**config.mk**
```make
export PLATFORM = sky130hd
export DESIGN_NAME = running_list_statistics
export DESIGN_NICKNAME = d
export VERILOG_FILES = /design/src/rtl/rlst_pkg.sv /design/src/rtl/rlst_div.sv /design/src/rtl/running_list_statistics.sv
export SDC_FILE = /design/constraint.sdc
export NUM_CORES = 1
export LEC_CHECK = 0
export ABC_AREA = 1
export BUFFER_PORTS_ARGS = -buffer_cell sky130_fd_sc_hd__buf_4
export CAP_MARGIN = 20
export CORE_ASPECT_RATIO = 0.5
export CORE_UTILIZATION = 30
export DETAILED_ROUTE_END_ITERATION = 6
export GPL_ROUTABILITY_DRIVEN = 0
export SKIP_LAST_GASP = 1
export SLEW_MARGIN = 30
export SYNTH_ARGS = -nofsm -noshare
export SYNTH_HDL_FRONTEND = slang
export SYNTH_SLANG_ARGS = --single-unit
```
**constraint.sdc**
```tcl
create_clock -name clk_i -period 16.97 [get_ports clk_i]
set_input_delay 1.697 -clock clk_i [delete_from_list [all_inputs] [get_ports clk_i]]
set_output_delay 1.697 -clock clk_i [all_outputs]
set_load 0.03 [all_outputs]
```
**src/rtl/rlst_pkg.sv**
```systemverilog
// shared types and constants for the running list statistics block
`timescale 1ns / 1ps

package rlst_pkg;

  // default list capacity
  localparam int unsigned CapacityDef = 64;

  // divisor width of the shared divider, wide enough for trial divisors up to 46341
  localparam int unsigned DivisorW = 16;

  // width of the divider step counter
  localparam int unsigned StepW = 7;

  // trial division runs over the 32 bits of the element
  localparam logic [StepW-1:0] PrimeSteps = 7'd32;

  // fraction bits of the mean
  localparam int unsigned FracW = 16;

  // sequencer states
  typedef enum logic [2:0] {
    S_IDLE,
    S_PRIME_CHK,
    S_PRIME_DIV,
    S_MEAN,
    S_MEAN_WAIT,
    S_OUT
  } rlst_state_e;

  // request to the shared divider
  typedef struct packed {
    logic             start;
    logic [StepW-1:0] steps;
  } rlst_div_req_t;

endpackage

```
**src/rtl/rlst_div.sv**
```systemverilog
// shared restoring divider, one quotient bit per cycle
`timescale 1ns / 1ps

module rlst_div import rlst_pkg::*; #(
  parameter int unsigned DW = 54
) (
  input  logic                clk_i,
  input  logic                rst_ni,
  input  rlst_div_req_t       req_i,
  input  logic [DW-1:0]       dividend_i,
  input  logic [DivisorW-1:0] divisor_i,
  output logic                done_o,
  output logic [DW-1:0]       quo_o,
  output logic [DivisorW-1:0] rem_o
);

  logic [DW-1:0]       quo_q, quo_d;
  logic [DivisorW-1:0] rem_q, rem_d;
  logic [DivisorW-1:0] div_q;
  logic [StepW-1:0]    cnt_q;
  logic                busy_q;
  logic                done_q;
  logic [DivisorW:0]   part;
  logic [DivisorW:0]   diff;
  logic                ge;

  // one compare and subtract step
  always_comb begin
    part  = {rem_q, quo_q[DW-1]};
    diff  = part - {1'b0, div_q};
    ge    = part >= {1'b0, div_q};
    rem_d = ge ? diff[DivisorW-1:0] : part[DivisorW-1:0];
    quo_d = {quo_q[DW-2:0], ge};
  end

  // control
  always_ff @(posedge clk_i or negedge rst_ni) begin
    if (!rst_ni) begin
      busy_q <= 1'b0;
      done_q <= 1'b0;
      cnt_q  <= '0;
    end else if (req_i.start) begin
      busy_q <= 1'b1;
      done_q <= 1'b0;
      cnt_q  <= req_i.steps;
    end else if (busy_q) begin
      cnt_q <= cnt_q - 1'b1;
      if (cnt_q == StepW'(1)) begin
        busy_q <= 1'b0;
        done_q <= 1'b1;
      end
    end else begin
      done_q <= 1'b0;
    end
  end

  // datapath
  always_ff @(posedge clk_i) begin
    if (req_i.start) begin
      quo_q <= dividend_i;
      rem_q <= '0;
      div_q <= divisor_i;
    end else if (busy_q) begin
      quo_q <= quo_d;
      rem_q <= rem_d;
    end
  end

  assign done_o = done_q;
  assign quo_o  = quo_q;
  assign rem_o  = rem_q;

endmodule

```
**src/rtl/running_list_statistics.sv**
```systemverilog
// top level: list statistics with a sequencer around one shared divider
//
//   channel  direction  handshake                 word
//   in       in         in_valid_i / in_stall_o   value_i
//   out      out        out_valid_o / out_stall_i accepted_o .. mean_q16_o
//
// an item that is not a prime candidate passes the mean state, the wait for the
// mean division of DW = 47 + clog2(CAPACITY + 1) divider steps and the output
// state; a value of 2 or more, taken while the list has room, first loops per
// trial divisor through a check state and a divider pass of 32 steps, up to
// about 46340 divisors
// reset clears the counts, sum, extremes and positions
// a finished word waits in the output register while the next value is taken

`timescale 1ns / 1ps

module running_list_statistics import rlst_pkg::*; #(
  parameter int unsigned CAPACITY = CapacityDef
) (
  input  logic               clk_i,
  input  logic               rst_ni,
  input  logic               in_valid_i,
  output logic               in_stall_o,
  input  logic signed [31:0] value_i,
  output logic               out_valid_o,
  input  logic               out_stall_i,
  output logic               accepted_o,
  output logic [6:0]         count_o,
  output logic signed [37:0] total_o,
  output logic signed [31:0] largest_o,
  output logic signed [31:0] smallest_o,
  output logic [5:0]         largest_index_o,
  output logic [5:0]         smallest_index_o,
  output logic [6:0]         even_count_o,
  output logic [6:0]         prime_count_o,
  output logic signed [47:0] mean_q16_o
);

  localparam int unsigned CW = $clog2(CAPACITY + 1);
  localparam int unsigned PW = (CAPACITY > 1) ? $clog2(CAPACITY) : 1;
  localparam int unsigned SW = 32 + CW;
  localparam int unsigned MW = 31 + CW;
  localparam int unsigned DW = MW + FracW;

  rlst_state_e state_q, state_d;

  logic [CW-1:0]        count_q;
  logic [CW-1:0]        even_q;
  logic [CW-1:0]        prime_q;
  logic signed [SW-1:0] sum_q;
  logic signed [31:0]   max_q, min_q;
  logic [PW-1:0]        max_pos_q, min_pos_q;
  logic [31:0]          n_q;
  logic [15:0]          d_q;
  logic [31:0]          sq_q;
  logic                 acc_q;

  logic                 in_acc;
  logic                 has_room;
  logic                 candidate;
  logic                 out_free;
  logic                 sq_over;

  rlst_div_req_t        div_req;
  logic [DW-1:0]        div_dividend;
  logic [DivisorW-1:0]  div_divisor;
  logic                 div_done;
  logic [DW-1:0]        div_quo;
  logic [DivisorW-1:0]  div_rem;

  logic [SW-1:0]        sum_mag;
  logic [47:0]          mean_d;

  logic                 out_valid_q;
  logic                 out_acc_q;
  logic [6:0]           out_count_q, out_even_q, out_prime_q;
  logic signed [37:0]   out_total_q;
  logic signed [31:0]   out_max_q, out_min_q;
  logic [5:0]           out_max_pos_q, out_min_pos_q;
  logic signed [47:0]   out_mean_q;

  logic [CW+6:0]        count_ext, even_ext, prime_ext;
  logic [PW+5:0]        max_pos_ext, min_pos_ext;
  logic [SW+37:0]       sum_ext;

  // handshake terms
  assign in_stall_o = (state_q != S_IDLE);
  assign in_acc     = in_valid_i && !in_stall_o;
  assign has_room   = count_q < CW'(CAPACITY);
  assign candidate  = !value_i[31] && (value_i[30:1] != '0);
  assign out_free   = !out_valid_q || !out_stall_i;
  assign sq_over    = sq_q > n_q;

  // next state
  always_comb begin
    state_d = state_q;
    unique case (state_q)
      S_IDLE: begin
        if (in_acc) begin
          state_d = (has_room && candidate) ? S_PRIME_CHK : S_MEAN;
        end
      end
      S_PRIME_CHK: state_d = sq_over ? S_MEAN : S_PRIME_DIV;
      S_PRIME_DIV: begin
        if (div_done) begin
          state_d = (div_rem == '0) ? S_MEAN : S_PRIME_CHK;
        end
      end
      S_MEAN:      state_d = S_MEAN_WAIT;
      S_MEAN_WAIT: begin
        if (div_done) begin
          state_d = S_OUT;
        end
      end
      S_OUT: begin
        if (out_free) begin
          state_d = S_IDLE;
        end
      end
      default:     state_d = S_IDLE;
    endcase
  end

  // divider requests
  always_comb begin
    div_req.start = 1'b0;
    div_req.steps = PrimeSteps;
    div_dividend  = {n_q, {(DW-32){1'b0}}};
    div_divisor   = d_q;
    unique case (state_q)
      S_PRIME_CHK: div_req.start = !sq_over;
      S_MEAN: begin
        div_req.start = 1'b1;
        div_req.steps = StepW'(DW);
        div_dividend  = {sum_mag[MW-1:0], {FracW{1'b0}}};
        div_divisor   = DivisorW'(count_q);
      end
      default: ;
    endcase
  end

  assign sum_mag = sum_q[SW-1] ? -sum_q : sum_q;

  rlst_div #(
    .DW(DW)
  ) u_div (
    .clk_i      (clk_i),
    .rst_ni     (rst_ni),
    .req_i      (div_req),
    .dividend_i (div_dividend),
    .divisor_i  (div_divisor),
    .done_o     (div_done),
    .quo_o      (div_quo),
    .rem_o      (div_rem)
  );

  always_ff @(posedge clk_i or negedge rst_ni) begin
    if (!rst_ni) begin
      state_q <= S_IDLE;
    end else begin
      state_q <= state_d;
    end
  end

  // statistics update on accept, prime count after the trial loop
  always_ff @(posedge clk_i or negedge rst_ni) begin
    if (!rst_ni) begin
      count_q   <= '0;
      even_q    <= '0;
      prime_q   <= '0;
      sum_q     <= '0;
      max_q     <= '0;
      min_q     <= '0;
      max_pos_q <= '0;
      min_pos_q <= '0;
      acc_q     <= 1'b0;
    end else begin
      if (in_acc) begin
        acc_q <= has_room;
        if (has_room) begin
          if (count_q == '0) begin
            max_q     <= value_i;
            min_q     <= value_i;
            max_pos_q <= '0;
            min_pos_q <= '0;
          end else begin
            if (value_i > max_q) begin
              max_q     <= value_i;
              max_pos_q <= count_q[PW-1:0];
            end
            if (value_i < min_q) begin
              min_q     <= value_i;
              min_pos_q <= count_q[PW-1:0];
            end
          end
          sum_q   <= sum_q + {{CW{value_i[31]}}, value_i};
          count_q <= count_q + 1'b1;
          if (!value_i[0]) begin
            even_q <= even_q + 1'b1;
          end
        end
      end
      if (state_q == S_PRIME_CHK && sq_over) begin
        prime_q <= prime_q + 1'b1;
      end
    end
  end

  // trial divisor and its square
  always_ff @(posedge clk_i) begin
    if (in_acc) begin
      n_q  <= value_i;
      d_q  <= 16'd2;
      sq_q <= 32'd4;
    end else if (state_q == S_PRIME_DIV && div_done) begin
      d_q  <= d_q + 1'b1;
      sq_q <= sq_q + {15'b0, d_q, 1'b1};
    end
  end

  // signed mean from the magnitude quotient
  assign mean_d = sum_q[SW-1] ? -div_quo[47:0] : div_quo[47:0];

  // outputs masked to their port widths
  assign count_ext   = {7'b0, count_q};
  assign even_ext    = {7'b0, even_q};
  assign prime_ext   = {7'b0, prime_q};
  assign max_pos_ext = {6'b0, max_pos_q};
  assign min_pos_ext = {6'b0, min_pos_q};
  assign sum_ext     = {{38{sum_q[SW-1]}}, sum_q};

  // output register
  always_ff @(posedge clk_i or negedge rst_ni) begin
    if (!rst_ni) begin
      out_valid_q <= 1'b0;
    end else if (state_q == S_OUT && out_free) begin
      out_valid_q <= 1'b1;
    end else if (!out_stall_i) begin
      out_valid_q <= 1'b0;
    end
  end

  always_ff @(posedge clk_i) begin
    if (state_q == S_OUT && out_free) begin
      out_acc_q     <= acc_q;
      out_count_q   <= count_ext[6:0];
      out_total_q   <= sum_ext[37:0];
      out_max_q     <= max_q;
      out_min_q     <= min_q;
      out_max_pos_q <= max_pos_ext[5:0];
      out_min_pos_q <= min_pos_ext[5:0];
      out_even_q    <= even_ext[6:0];
      out_prime_q   <= prime_ext[6:0];
      out_mean_q    <= mean_d;
    end
  end

  assign out_valid_o      = out_valid_q;
  assign accepted_o       = out_acc_q;
  assign count_o          = out_count_q;
  assign total_o          = out_total_q;
  assign largest_o        = out_max_q;
  assign smallest_o       = out_min_q;
  assign largest_index_o  = out_max_pos_q;
  assign smallest_index_o = out_min_pos_q;
  assign even_count_o     = out_even_q;
  assign prime_count_o    = out_prime_q;
  assign mean_q16_o       = out_mean_q;

  // divider results arrive only while the sequencer waits for them
  assert property (@(posedge clk_i) disable iff (!rst_ni)
    div_done |-> (state_q == S_PRIME_DIV || state_q == S_MEAN_WAIT))
    else $error("divider finished outside a wait state");

  // the list never holds more than its capacity
  assert property (@(posedge clk_i) disable iff (!rst_ni)
    count_q <= CW'(CAPACITY))
    else $error("element count above capacity");

  // even and prime tallies stay within the element count
  assert property (@(posedge clk_i) disable iff (!rst_ni)
    (even_q <= count_q) && (prime_q <= count_q))
    else $error("tally exceeds element count");

  // a new word only follows the output state
  assert property (@(posedge clk_i) disable iff (!rst_ni)
    $rose(out_valid_q) |-> $past(state_q == S_OUT))
    else $error("output word loaded outside the output state");

  // extremes are ordered once the list holds an element
  assert property (@(posedge clk_i) disable iff (!rst_ni)
    (count_q != '0) |-> (min_q <= max_q))
    else $error("minimum above maximum");

endmodule

```
==> results of run 1 <==
[kinds of logic (layout without fill, tap and decap cells)]
group,Yosys count,in the layout,share of synthesized area (%)
AO/OA/AOI/OAI,483,483,9.31
AND/OR/NAND/NOR,1520,1520,23.1
adder cells (fa/ha/maj),177,177,8.05
flip-flops,500,500,49.0
XOR/XNOR,116,116,3.66
multiplexers,1,1,0.0405
buffers and inverters,482,733,6.78
[metal layers]
| metal | track usage, % | routed length, µm |
|---|---|---|
| met3 | 2.90 | 5490 |
| met2 | 29.6 | 39300 |
| met1 | 23.1 | 36400 |
| met4 | 4.93 | 2380 |
| met5 | 0 | 33 |
[power by group through the flow]
stage | Combinational [mW] | Clock, mW | Sequential [mW]
2_1_floorplan | 0.850 | 0 | 1.78
3_3_place_gp | 1.33 | 0 | 1.72
3_5_place_dp | 1.35 | 0 | 1.73
4_1_cts | 1.36 | 1.19 | 1.70
5_1_grt | 1.52 | 1.23 | 1.72
6_report | 1.36 | 1.17 | 1.70
[how the worst max path moves through the flow]
stage          slack (ns)  cells past startpoint         from      endpoint
2_1_floorplan        5.63                      1  out_stall_i    accepted_o
3_3_place_gp        12.18                     13  value_i[31]      min_q[2]
3_5_place_dp        12.10                     13  value_i[31]  min_pos_q[2]
4_1_cts             12.72                     13  value_i[31]  min_pos_q[2]
5_1_grt             12.40                     13  value_i[31]  min_pos_q[2]
6_report            12.69                     13  value_i[31]  min_pos_q[2]
[metrics by stage]
step / setup WS (ns) / power, mW / util [%] / hold slack [ns] / instances
after global placement: 12.18 / 3.05 / 33.7 / 0.435 / 4675
after CTS: 12.72 / 4.25 / 35.6 / 0.453 / 4770
final: 12.69 / 4.23 / 35.6 / 0.454 / 4770
after detailed placement: 12.10 / 3.08 / 33.7 / 0.440 / 4675
after floorplan: 5.63 / 2.63 / - / 0.420 / 3279
after global routing: 12.40 / 4.48 / 35.6 / 0.455 / 4770
[layout by cell type, fill, tap and decap left out, types with 95 or more instances in the layout]
cell type / count
a21oi_1: 192
buf_4: 235
dfrtp_1: 149
edfxtp_1: 286
ha_1: 174
inv_1: 393
nand2_1: 840
nand3_1: 235
nor2_1: 284
o21ai_0: 203
xor2_1: 95
[state kept, by name, summed over array words and instances, names as in the netlist, 16 cells and up]
| signal | flops |
|---|---|
| u_div.quo_o | 54 |
| mean_q16_o | 48 |
| sum_q | 39 |
| total_o | 38 |
| largest_o | 32 |
| max_q | 32 |
| min_q | 32 |
| n_q | 32 |
| smallest_o | 32 |
| sq_q | 32 |
| d_q | 16 |
| u_div.div_q | 16 |
| u_div.rem_o | 16 |
[layout make-up]
cell class | instances | area share, %
flip-flops and latches | 500 | 42.0
multi-input cells | 2297 | 37.9
repair buffers | 237 | 5.50
well taps | 1240 | 4.78
inverters | 401 | 4.64
clock buffers | 67 | 4.21
clock inverters | 28 | 1.03
==> qor.csv, run 1 <==
stage,metric,value,unit
timing,Least-Margin Pin Slew,0.961,ns
setup_path,CP Launch Type,input port,
final_layout,multi-input logic area,12300,µm²
cts,H-tree levels,2,
final_layout,Seq. cell area,13600,µm²
cts,CTS root buf,clkbuf_16,
pwr,Seq pwr share,40.2,%
outcome,status,"finished, final reports clean",
grt,initial antenna violation count,3,
setup_path,Worst EP required,17.51,ns
setup_path,r2r setup slk,13.24,ns
setup_path,R2R depth,13,
timing,RSZ-0062 raised after global routing,no,
setup_path,reg2reg start,n_q[22],
run,Max-Cap Viols,0,
synthesis,Netlist cell types,51,
cts,CTS max path bufs,3,
cts,Post-CTS Hold Buffers,0,
floorplanning,row count,78,
route,DR DRC count,0,
setup_path,CP Cell Sequence,"buf_4, ha_1, a21oi_1, o21ai_0, a21o_1, a21oi_1, nand2_1, nand2_1, nand3_2, nand2_1, buf_4, nand2_1, nand2_1",
pwr,clock network power share,27.7,%
pwr,worst vdd ir,81.6,µV
synthesis,Synth area leaders,"edfxtp_1, dfrtp_1, nand2_1",
setup_path,max incr delay on CP,0.67,ns
worst_hold_path,hold depth,0,
floorplanning,Die Wd,432,µm
cts,clock-pin slew on the worst setup and hold paths,0.06,ns
final_layout,share of cells above drive strength 1,9.97,%
pwr,Leak,14.4,nW
pwr,Switching Power,1.59,mW
setup_path,most frequent cell on the critical path,nand2_1,
placed_design,DP Area,30800,µm²
synthesis,Post-synth top cells,"nand2_1, inv_1, edfxtp_1",
final_layout,area delta synth->final,16.9,%
setup_path,CP max-delay cell,nand3_2,
floorplanning,Core ar.,91200,µm²
synthesis,Synth top area share,30.9,%
timing,post-route setup TNS,0,ns
synthesis,ys async rst share,30.0,%
timing,Period minus WS final,4.28,ns
route,Wirelength per Cell,17.5,µm
synthesis,Synthesis Warnings,0,
pwr,Internal,2.64,mW
final_layout,Final Cell Area,32500,µm²
synthesis,post-synthesis net count,3492,
synthesis,sequential share of the synthesized area,49.0,%
placed_design,I/O Buffers,221,
cts,CTS Sinks,500,
synthesis,synthesized cell area,27800,µm²
synthesis,Post-synth EDFFs,286,
cts,CTS tree,built,
synthesis,Yosys reg bits,500,
timing,Clock Skew,0.0156,ns
pwr,Switching Share,37.6,%
final_layout,fin nets,3701,
final_layout,Fillers,9263,
timing,period utilisation layout,25.2,%
synthesis,main flop type after synthesis,edfxtp_1,
grt,largest net degree at the start of global routing,83,
setup_path,CP Class,in2reg,
grt,vias in the first global route,22700,
synthesis,"area leader, netlist",edfxtp_1,
cts,worst skew pair latency,0.61,ns
grt,GRT overflow,0,
cts,# resized after CTS,0,
timing,Slew Limit Headroom,35.9,%
timing,max-slew violations,0,
route,DR vias/cell,4.90,
synthesis,mean area per synthesized cell,8.47,µm²
route,Initial DRT Pass Iterations,5,
floorplanning,Die H,217,µm
setup_path,"CP delay by family, top",simple AND/OR/NAND/NOR gates,
floorplanning,die area,93900,µm²
floorplanning,IO Pins,222,
setup_path,Bufs and invs on worst path,2,
cts,TritonCTS Buffers,51,
setup_path,worst r2r dst,u_div.quo_o[18],
route,1st-iter DRT viols,1999,
route,total routed wirelength,83600,µm
worst_hold_path,Worst Hold End,largest_index_o[5],
timing,"Setup violations, final",0,
setup_path,CP Capture Type,flip-flop,
synthesis,most common cell in the synthesized netlist,nand2_1,
floorplanning,Initial Util,30.5,%
synthesis,Gate Count Post-Synth,3279,
grt,Overall Global Routing Usage,17.5,%
placed_design,detailed placer's ending HPWL,63500,µm
final_layout,# diodes,0,
timing,Final Hold Fails,0,
worst_hold_path,Hold Crit Start,max_pos_q[5],
worst_hold_path,worst hold path type,reg2reg,
route,ANT nets after route,0,
cts,setup bufs post-CTS,0,
setup_path,critical-path maximum fanout,39,
grt,global-route wire length before repair,130000,µm
pwr,Power Dens Cells,130,nW/µm²
setup_path,Critical Path AT,4.82,ns
route,Vias,23400,
pwr,Logic pwr share,32.1,%
timing,f_max,0.233,GHz
(Power assumes the default switching activity.)
==> inputs of run 2 (changes only) <==
clock period = 3.8 ns   (was 16.97 ns; I/O delays follow)
==> run 2 against run 1 <==
Effect of this change: critical path depth grew 1; die area did not move; clock power rose to 4.5 times the previous value; non-clock buffer count rose by 11; critical path type is now reg2reg; largest cell class unchanged.
==> qor.csv, run 2 (synthesized netlist as in run 1, its figures left out) <==
stage,metric,value,unit,change
setup_path,R2R depth,14,,+1
final_layout,most frequent cells in the layout,"nand2_1, inv_1, edfxtp_1",,
pwr,Power Dens Cells,581,nW/µm²,+350%
timing,"Setup violations, final",0,,unchanged
grt,initial antenna violation count,0,,-3
setup_path,worst r2r dst,u_div.quo_o[45],,
timing,Final Hold Fails,0,,unchanged
timing,RSZ-0062 raised after global routing,no,,
floorplanning,Core ar.,91200,µm²,unchanged
timing,Hold Slack,0.0510,ns,-0.403 ns
worst_hold_path,worst hold path type,in2reg,,
setup_path,Worst EP required,4.14,ns,-13.37 ns
pwr,total power,19.0,mW,+350%
grt,global-route wire length before repair,128000,µm,-1.3%
timing,max-slew violations,0,,unchanged
cts,worst skew pair latency,0.62,ns,about the same
cts,CTS Sinks,500,,unchanged
placed_design,I/O Buffers,221,,unchanged
route,DR DRC count,0,,unchanged
setup_path,critical-path maximum fanout,29,,-26%
setup_path,reg2reg start,n_q[15],,
route,Initial DRT Pass Iterations,6,,+1
cts,CTS max path bufs,3,,unchanged
timing,Period minus WS final,2.92,ns,
final_layout,number of flip-flops in the largest register,54,,unchanged
grt,largest net degree at the start of global routing,96,,+16%
placed_design,detailed placer's ending HPWL,62400,µm,-1.7%
timing,f_max,0.343,GHz,
route,total routed wirelength,82800,µm,-0.98%
grt,GRT overflow,0,,unchanged
timing,period utilisation layout,76.8,%,
setup_path,CP Launch Type,flip-flop,,
setup_path,CP Capture Type,flip-flop,,
cts,TritonCTS Buffers,52,,+2.0%
final_layout,area delta synth->final,17.6,%,
cts,CTS tree,built,,
final_layout,Fillers,9223,,-0.43%
floorplanning,Die H,217,µm,unchanged
setup_path,CP Class,reg2reg,,
floorplanning,Die Wd,432,µm,unchanged
final_layout,# diodes,0,,unchanged
cts,setup bufs post-CTS,0,,unchanged
cts,H-tree levels,2,,unchanged
cts,clock-pin slew on the worst setup and hold paths,0.06,ns,about the same
floorplanning,Initial Util,30.5,%,unchanged
setup_path,Critical Path AT,3.26,ns,-1.56 ns
setup_path,CP startpoint,n_q[15],,
final_layout,fin nets,3713,,+0.32%
route,ANT nets after route,0,,unchanged
outcome,status,"finished, final reports clean",,
route,1st-iter DRT viols,2117,,+5.9%
final_layout,Final Cell Area,32700,µm²,+0.67%
grt,Overall Global Routing Usage,17.4,%,-0.19 points
setup_path,Critical Path End,u_div.quo_o[45],,
pwr,worst vdd ir,501,µV,+510%
run,Max-Cap Viols,0,,unchanged
final_layout,"most common cell after layout, fill and taps aside",nand2_1,,
final_layout,share of cells above drive strength 1,10.6,%,+0.64 points
floorplanning,die area,93900,µm²,unchanged
cts,CTS root buf,clkbuf_16,,
timing,Least-Margin Pin Slew,0.850,ns,-0.111 ns
pwr,Leak,14.5,nW,+0.68%
route,DR vias/cell,4.89,,-0.22%
grt,vias in the first global route,22500,,-0.86%
route,Wirelength per Cell,17.3,µm,-1.3%
floorplanning,row count,78,,unchanged
floorplanning,IO Pins,222,,unchanged
placed_design,DP Area,30900,µm²,+0.48%
route,Vias,23400,,+0.073%
timing,Slew Limit Headroom,43.3,%,+7.4 points
setup_path,r2r setup slk,0.88,ns,-12.36 ns
timing,Clock Skew,0.0254,ns,+0.00976 ns
[run 2: worst max-delay path, stage by stage, from the launching register on]
cell      delay (ns)
edfxtp_1        0.34
inv_1           0.10
ha_1            0.33
nand4_1         0.13
nor3_1          0.33
nand2_1         0.10
nand2_1         0.10
nand2_1         0.06
nand2_1         0.06
nand2_1         0.16
nand2_2         0.34
inv_2           0.10
buf_4           0.25
o211ai_1        0.16
nand2_1         0.07
[run 2: layer usage]
layer	wire, µm	GRT usage (%)
met5	0	0
met4	3020	6.42
met3	4780	2.69
met2	39200	29.0
met1	35800	22.7
[run 2: power breakdown]
group          switching, mW  total [mW]  internal [mW]
registers              0.717        7.59           6.88
clock network           2.27        5.26           3.00
logic                   4.18        6.14           1.96
total                   7.16        19.0           11.8
[run 2: worst min path at each step]
stage | start | endpoint | cells after the start
6_report | value_i[2] | n_q[2] | 1
5_1_grt | value_i[2] | n_q[2] | 1
4_1_cts | value_i[2] | n_q[2] | 1
3_5_place_dp | rst_ni | max_q[11] | 1
3_3_place_gp | rst_ni | max_q[11] | 1
2_1_floorplan | rst_ni | acc_q | 0
[run 2: cell type report]
| cell class | instances | area (µm²) | area share (%) |
|---|---|---|---|
| clock buffer | 63 | 1450 | 4.43 |
| clock inverter | 35 | 310 | 0.949 |
| inverter | 401 | 1510 | 4.61 |
| multi-input combinational | 2297 | 12300 | 37.6 |
| sequential | 500 | 13600 | 41.7 |
| tap | 1240 | 1550 | 4.75 |
| timing repair buffer | 248 | 1950 | 5.95 |
[run 2: per-stage QoR]
stage,setup TNS [ns],worst slack (ns),utilization (%),std cells
after floorplan,-65.28,-0.355,-,3279
after global placement,0,0.880,33.9,4684
after detailed placement,0,0.858,33.9,4684
after CTS,0,0.833,35.9,4784
after global routing,0,0.598,35.9,4784
final,0,0.880,35.9,4784
[run 2: timing repair]
action	CTS	global route
endpoints found under the hold margin	56	0
hold buffers	2	0
resized for setup	0	0
==> inputs of run 3 (changes only) <==
clock period = 3.02 ns   (was 3.8 ns; I/O delays follow)
==> run 3 against run 2 <==
Effect of this change: design area is 1.4% higher; global-route usage is 0.24 points higher; register-to-register slack worse by 0.54 ns; sequential share of layout area is 0.56 points lower; first-iteration DRC count is 6.3% higher; via count is 1.1% higher; worst setup slack worse by 0.54 ns; core utilization is 0.49 points higher; sequential power is 27% higher; clock skew is 0.0012 ns lower; cell count is 1.1% higher; critical endpoint is now u_div.quo_o[19]; largest power group unchanged.
==> qor.csv, run 3 (synthesized netlist as in run 1, its figures left out) <==
stage,metric,value,unit,change
outcome,status,"finished, final reports clean",,
final_layout,post-layout utilization of the core,36.3,%,+0.49 points
floorplanning,row count,78,,unchanged
route,DR vias/cell,4.89,,about the same
final_layout,share of cells above drive strength 1,11.0,%,+0.37 points
grt,largest net degree at the start of global routing,109,,+14%
cts,worst skew pair latency,0.62,ns,about the same
grt,initial antenna violation count,1,,+1
timing,period utilisation layout,88.7,%,+12 points
timing,Hold Slack,0.0778,ns,+0.0268 ns
run,Max-Cap Viols,0,,unchanged
cts,CTS root buf,clkbuf_16,,
setup_path,Worst EP required,3.36,ns,-0.78 ns
grt,GRT overflow,0,,unchanged
timing,max-slew violations,0,,unchanged
setup_path,CP Capture Type,flip-flop,,
cts,# resized after CTS,0,,unchanged
floorplanning,Core ar.,91200,µm²,unchanged
timing,Final Worst Setup Slack,0.341,ns,-0.540 ns
placed_design,Place WS,0.331,ns,-0.528 ns
cts,CTS Sinks,500,,unchanged
final_layout,area delta synth->final,19.3,%,
cts,setup bufs post-CTS,0,,unchanged
pwr,Power Dens Cells,722,nW/µm²,+24%
route,Vias,23600,,+1.1%
cts,CTS max path bufs,3,,unchanged
cts,CTS tree,built,,
grt,global-route wire length before repair,129000,µm,+0.94%
timing,Period minus WS final,2.68,ns,-0.240 ns
floorplanning,Die Wd,432,µm,unchanged
placed_design,I/O Buffers,221,,unchanged
cts,TritonCTS Buffers,50,,-3.8%
timing,post-route setup TNS,0,ns,unchanged
floorplanning,Initial Util,30.5,%,unchanged
placed_design,DP Area,31100,µm²,+0.72%
setup_path,Critical Path AT,3.02,ns,-0.24 ns
grt,vias in the first global route,22400,,-0.26%
final_layout,number of flip-flops in the largest register,54,,unchanged
route,Initial DRT Pass Iterations,6,,unchanged
route,1st-iter DRT viols,2250,,+6.3%
floorplanning,IO Pins,222,,unchanged
final_layout,fin nets,3769,,+1.5%
timing,"Setup violations, final",0,,unchanged
final_layout,"most common cell after layout, fill and taps aside",nand2_1,,
route,Wirelength per Cell,17.4,µm,+0.75%
timing,RSZ-0062 raised after global routing,no,,
timing,Slew Limit Headroom,54.0,%,+11 points
final_layout,Final Cell Area,33100,µm²,+1.4%
setup_path,CP Class,reg2reg,,
setup_path,CP Launch Type,flip-flop,,
route,DR DRC count,0,,unchanged
pwr,worst vdd ir,519,µV,+3.7%
timing,Final Hold Fails,0,,unchanged
pwr,Leak,14.8,nW,+1.6%
timing,f_max,0.373,GHz,+9.0%
floorplanning,Die H,217,µm,unchanged
timing,Clock Skew,0.0242,ns,-0.00118 ns
route,ANT nets after route,0,,unchanged
final_layout,most frequent cells in the layout,"nand2_1, inv_1, edfxtp_1",,
grt,Overall Global Routing Usage,17.6,%,+0.24 points
floorplanning,die area,93900,µm²,unchanged
route,total routed wirelength,84400,µm,+1.9%
placed_design,detailed placer's ending HPWL,64500,µm,+3.4%
worst_hold_path,worst hold path type,in2reg,,
timing,Least-Margin Pin Slew,0.684,ns,-0.166 ns
setup_path,critical-path maximum fanout,26,,-10%
cts,clock-pin slew on the worst setup and hold paths,0.07,ns,about the same
cts,H-tree levels,2,,unchanged
run 3: cell types whose count changed in the layout (fill, tap and decap cells not counted), sizes merged:
cell / delta
buf: +28
bufinv: +2
clkinvlp: -2
dlygate4sd3: +30
inv: -2
clkbuf: -1
clkinv: -2
diode: +1
run 3: final cells by class:
class	instances	area [µm²]
clock buffers	62	1340
fillers	9249	58000
clock inverters	31	340
diodes	1	2.50
multi-input cells	2297	12300
repair buffers	306	2470
well taps	1240	1550
inverters	401	1510
flip-flops and latches	500	13600
run 3: where the power goes:
group | switching, mW | leakage (nW) | internal, mW
sequential | 0.980 | 5.07 | 8.65
clock | 2.79 | 0.821 | 3.68
combinational | 5.28 | 8.87 | 2.56
total | 9.04 | 14.8 | 14.9
run 3: stage by stage:
step                      std cells  power (mW)
final                          4838        23.9
after CTS                      4837        24.0
after global placement         4712        17.4
after floorplan                3279        14.7
after global routing           4837        25.3
after detailed placement       4712        17.5
run 3: repair_timing:
action / 4_1_cts / 5_1_grt
setup endpoints to repair: 0 / 0
hold endpoints to repair: 107 / 0
hold buffers: 32 / 0
run 3: worst paths after layout:
| check | from | end | slack (ns) | depth (start not counted) |
|---|---|---|---|---|
| worst max-delay path | n_q[31] | u_div.quo_o[19] | 0.34 | 12 |
| worst min-delay path | value_i[31] | n_q[31] | 0.08 | 1 |
| worst min register to register | prime_q[5] | prime_count_o[5] | 0.46 | 0 |
| max in group asynchronous | rst_ni | sum_q[29] | 2.00 | 3 |
| min in group asynchronous | rst_ni | min_q[18] | 0.22 | 2 |
| worst max register to register | n_q[31] | u_div.quo_o[19] | 0.34 | 12 |
run 3: layer usage:
layer  global-route usage (%)  up-vias  routed length (µm)
met5                        0        -                   0
met4                     5.67        0                2540
met3                     2.16      135                4820
met2                     29.8      740               40200
met1                     23.3    11300               36800
li1                         -    11500                   -
run 3: critical path, stage by stage, from the launching register on:
cell      delay (ns)
edfxtp_1        0.32
inv_1           0.06
ha_1            0.29
nand2_1         0.07
nor2_1          0.16
nand2_1         0.11
nor3_1          0.34
a31oi_1         0.14
nand2_1         0.25
nand2_2         0.14
inv_2           0.11
buf_4           0.29
o21ai_0         0.13
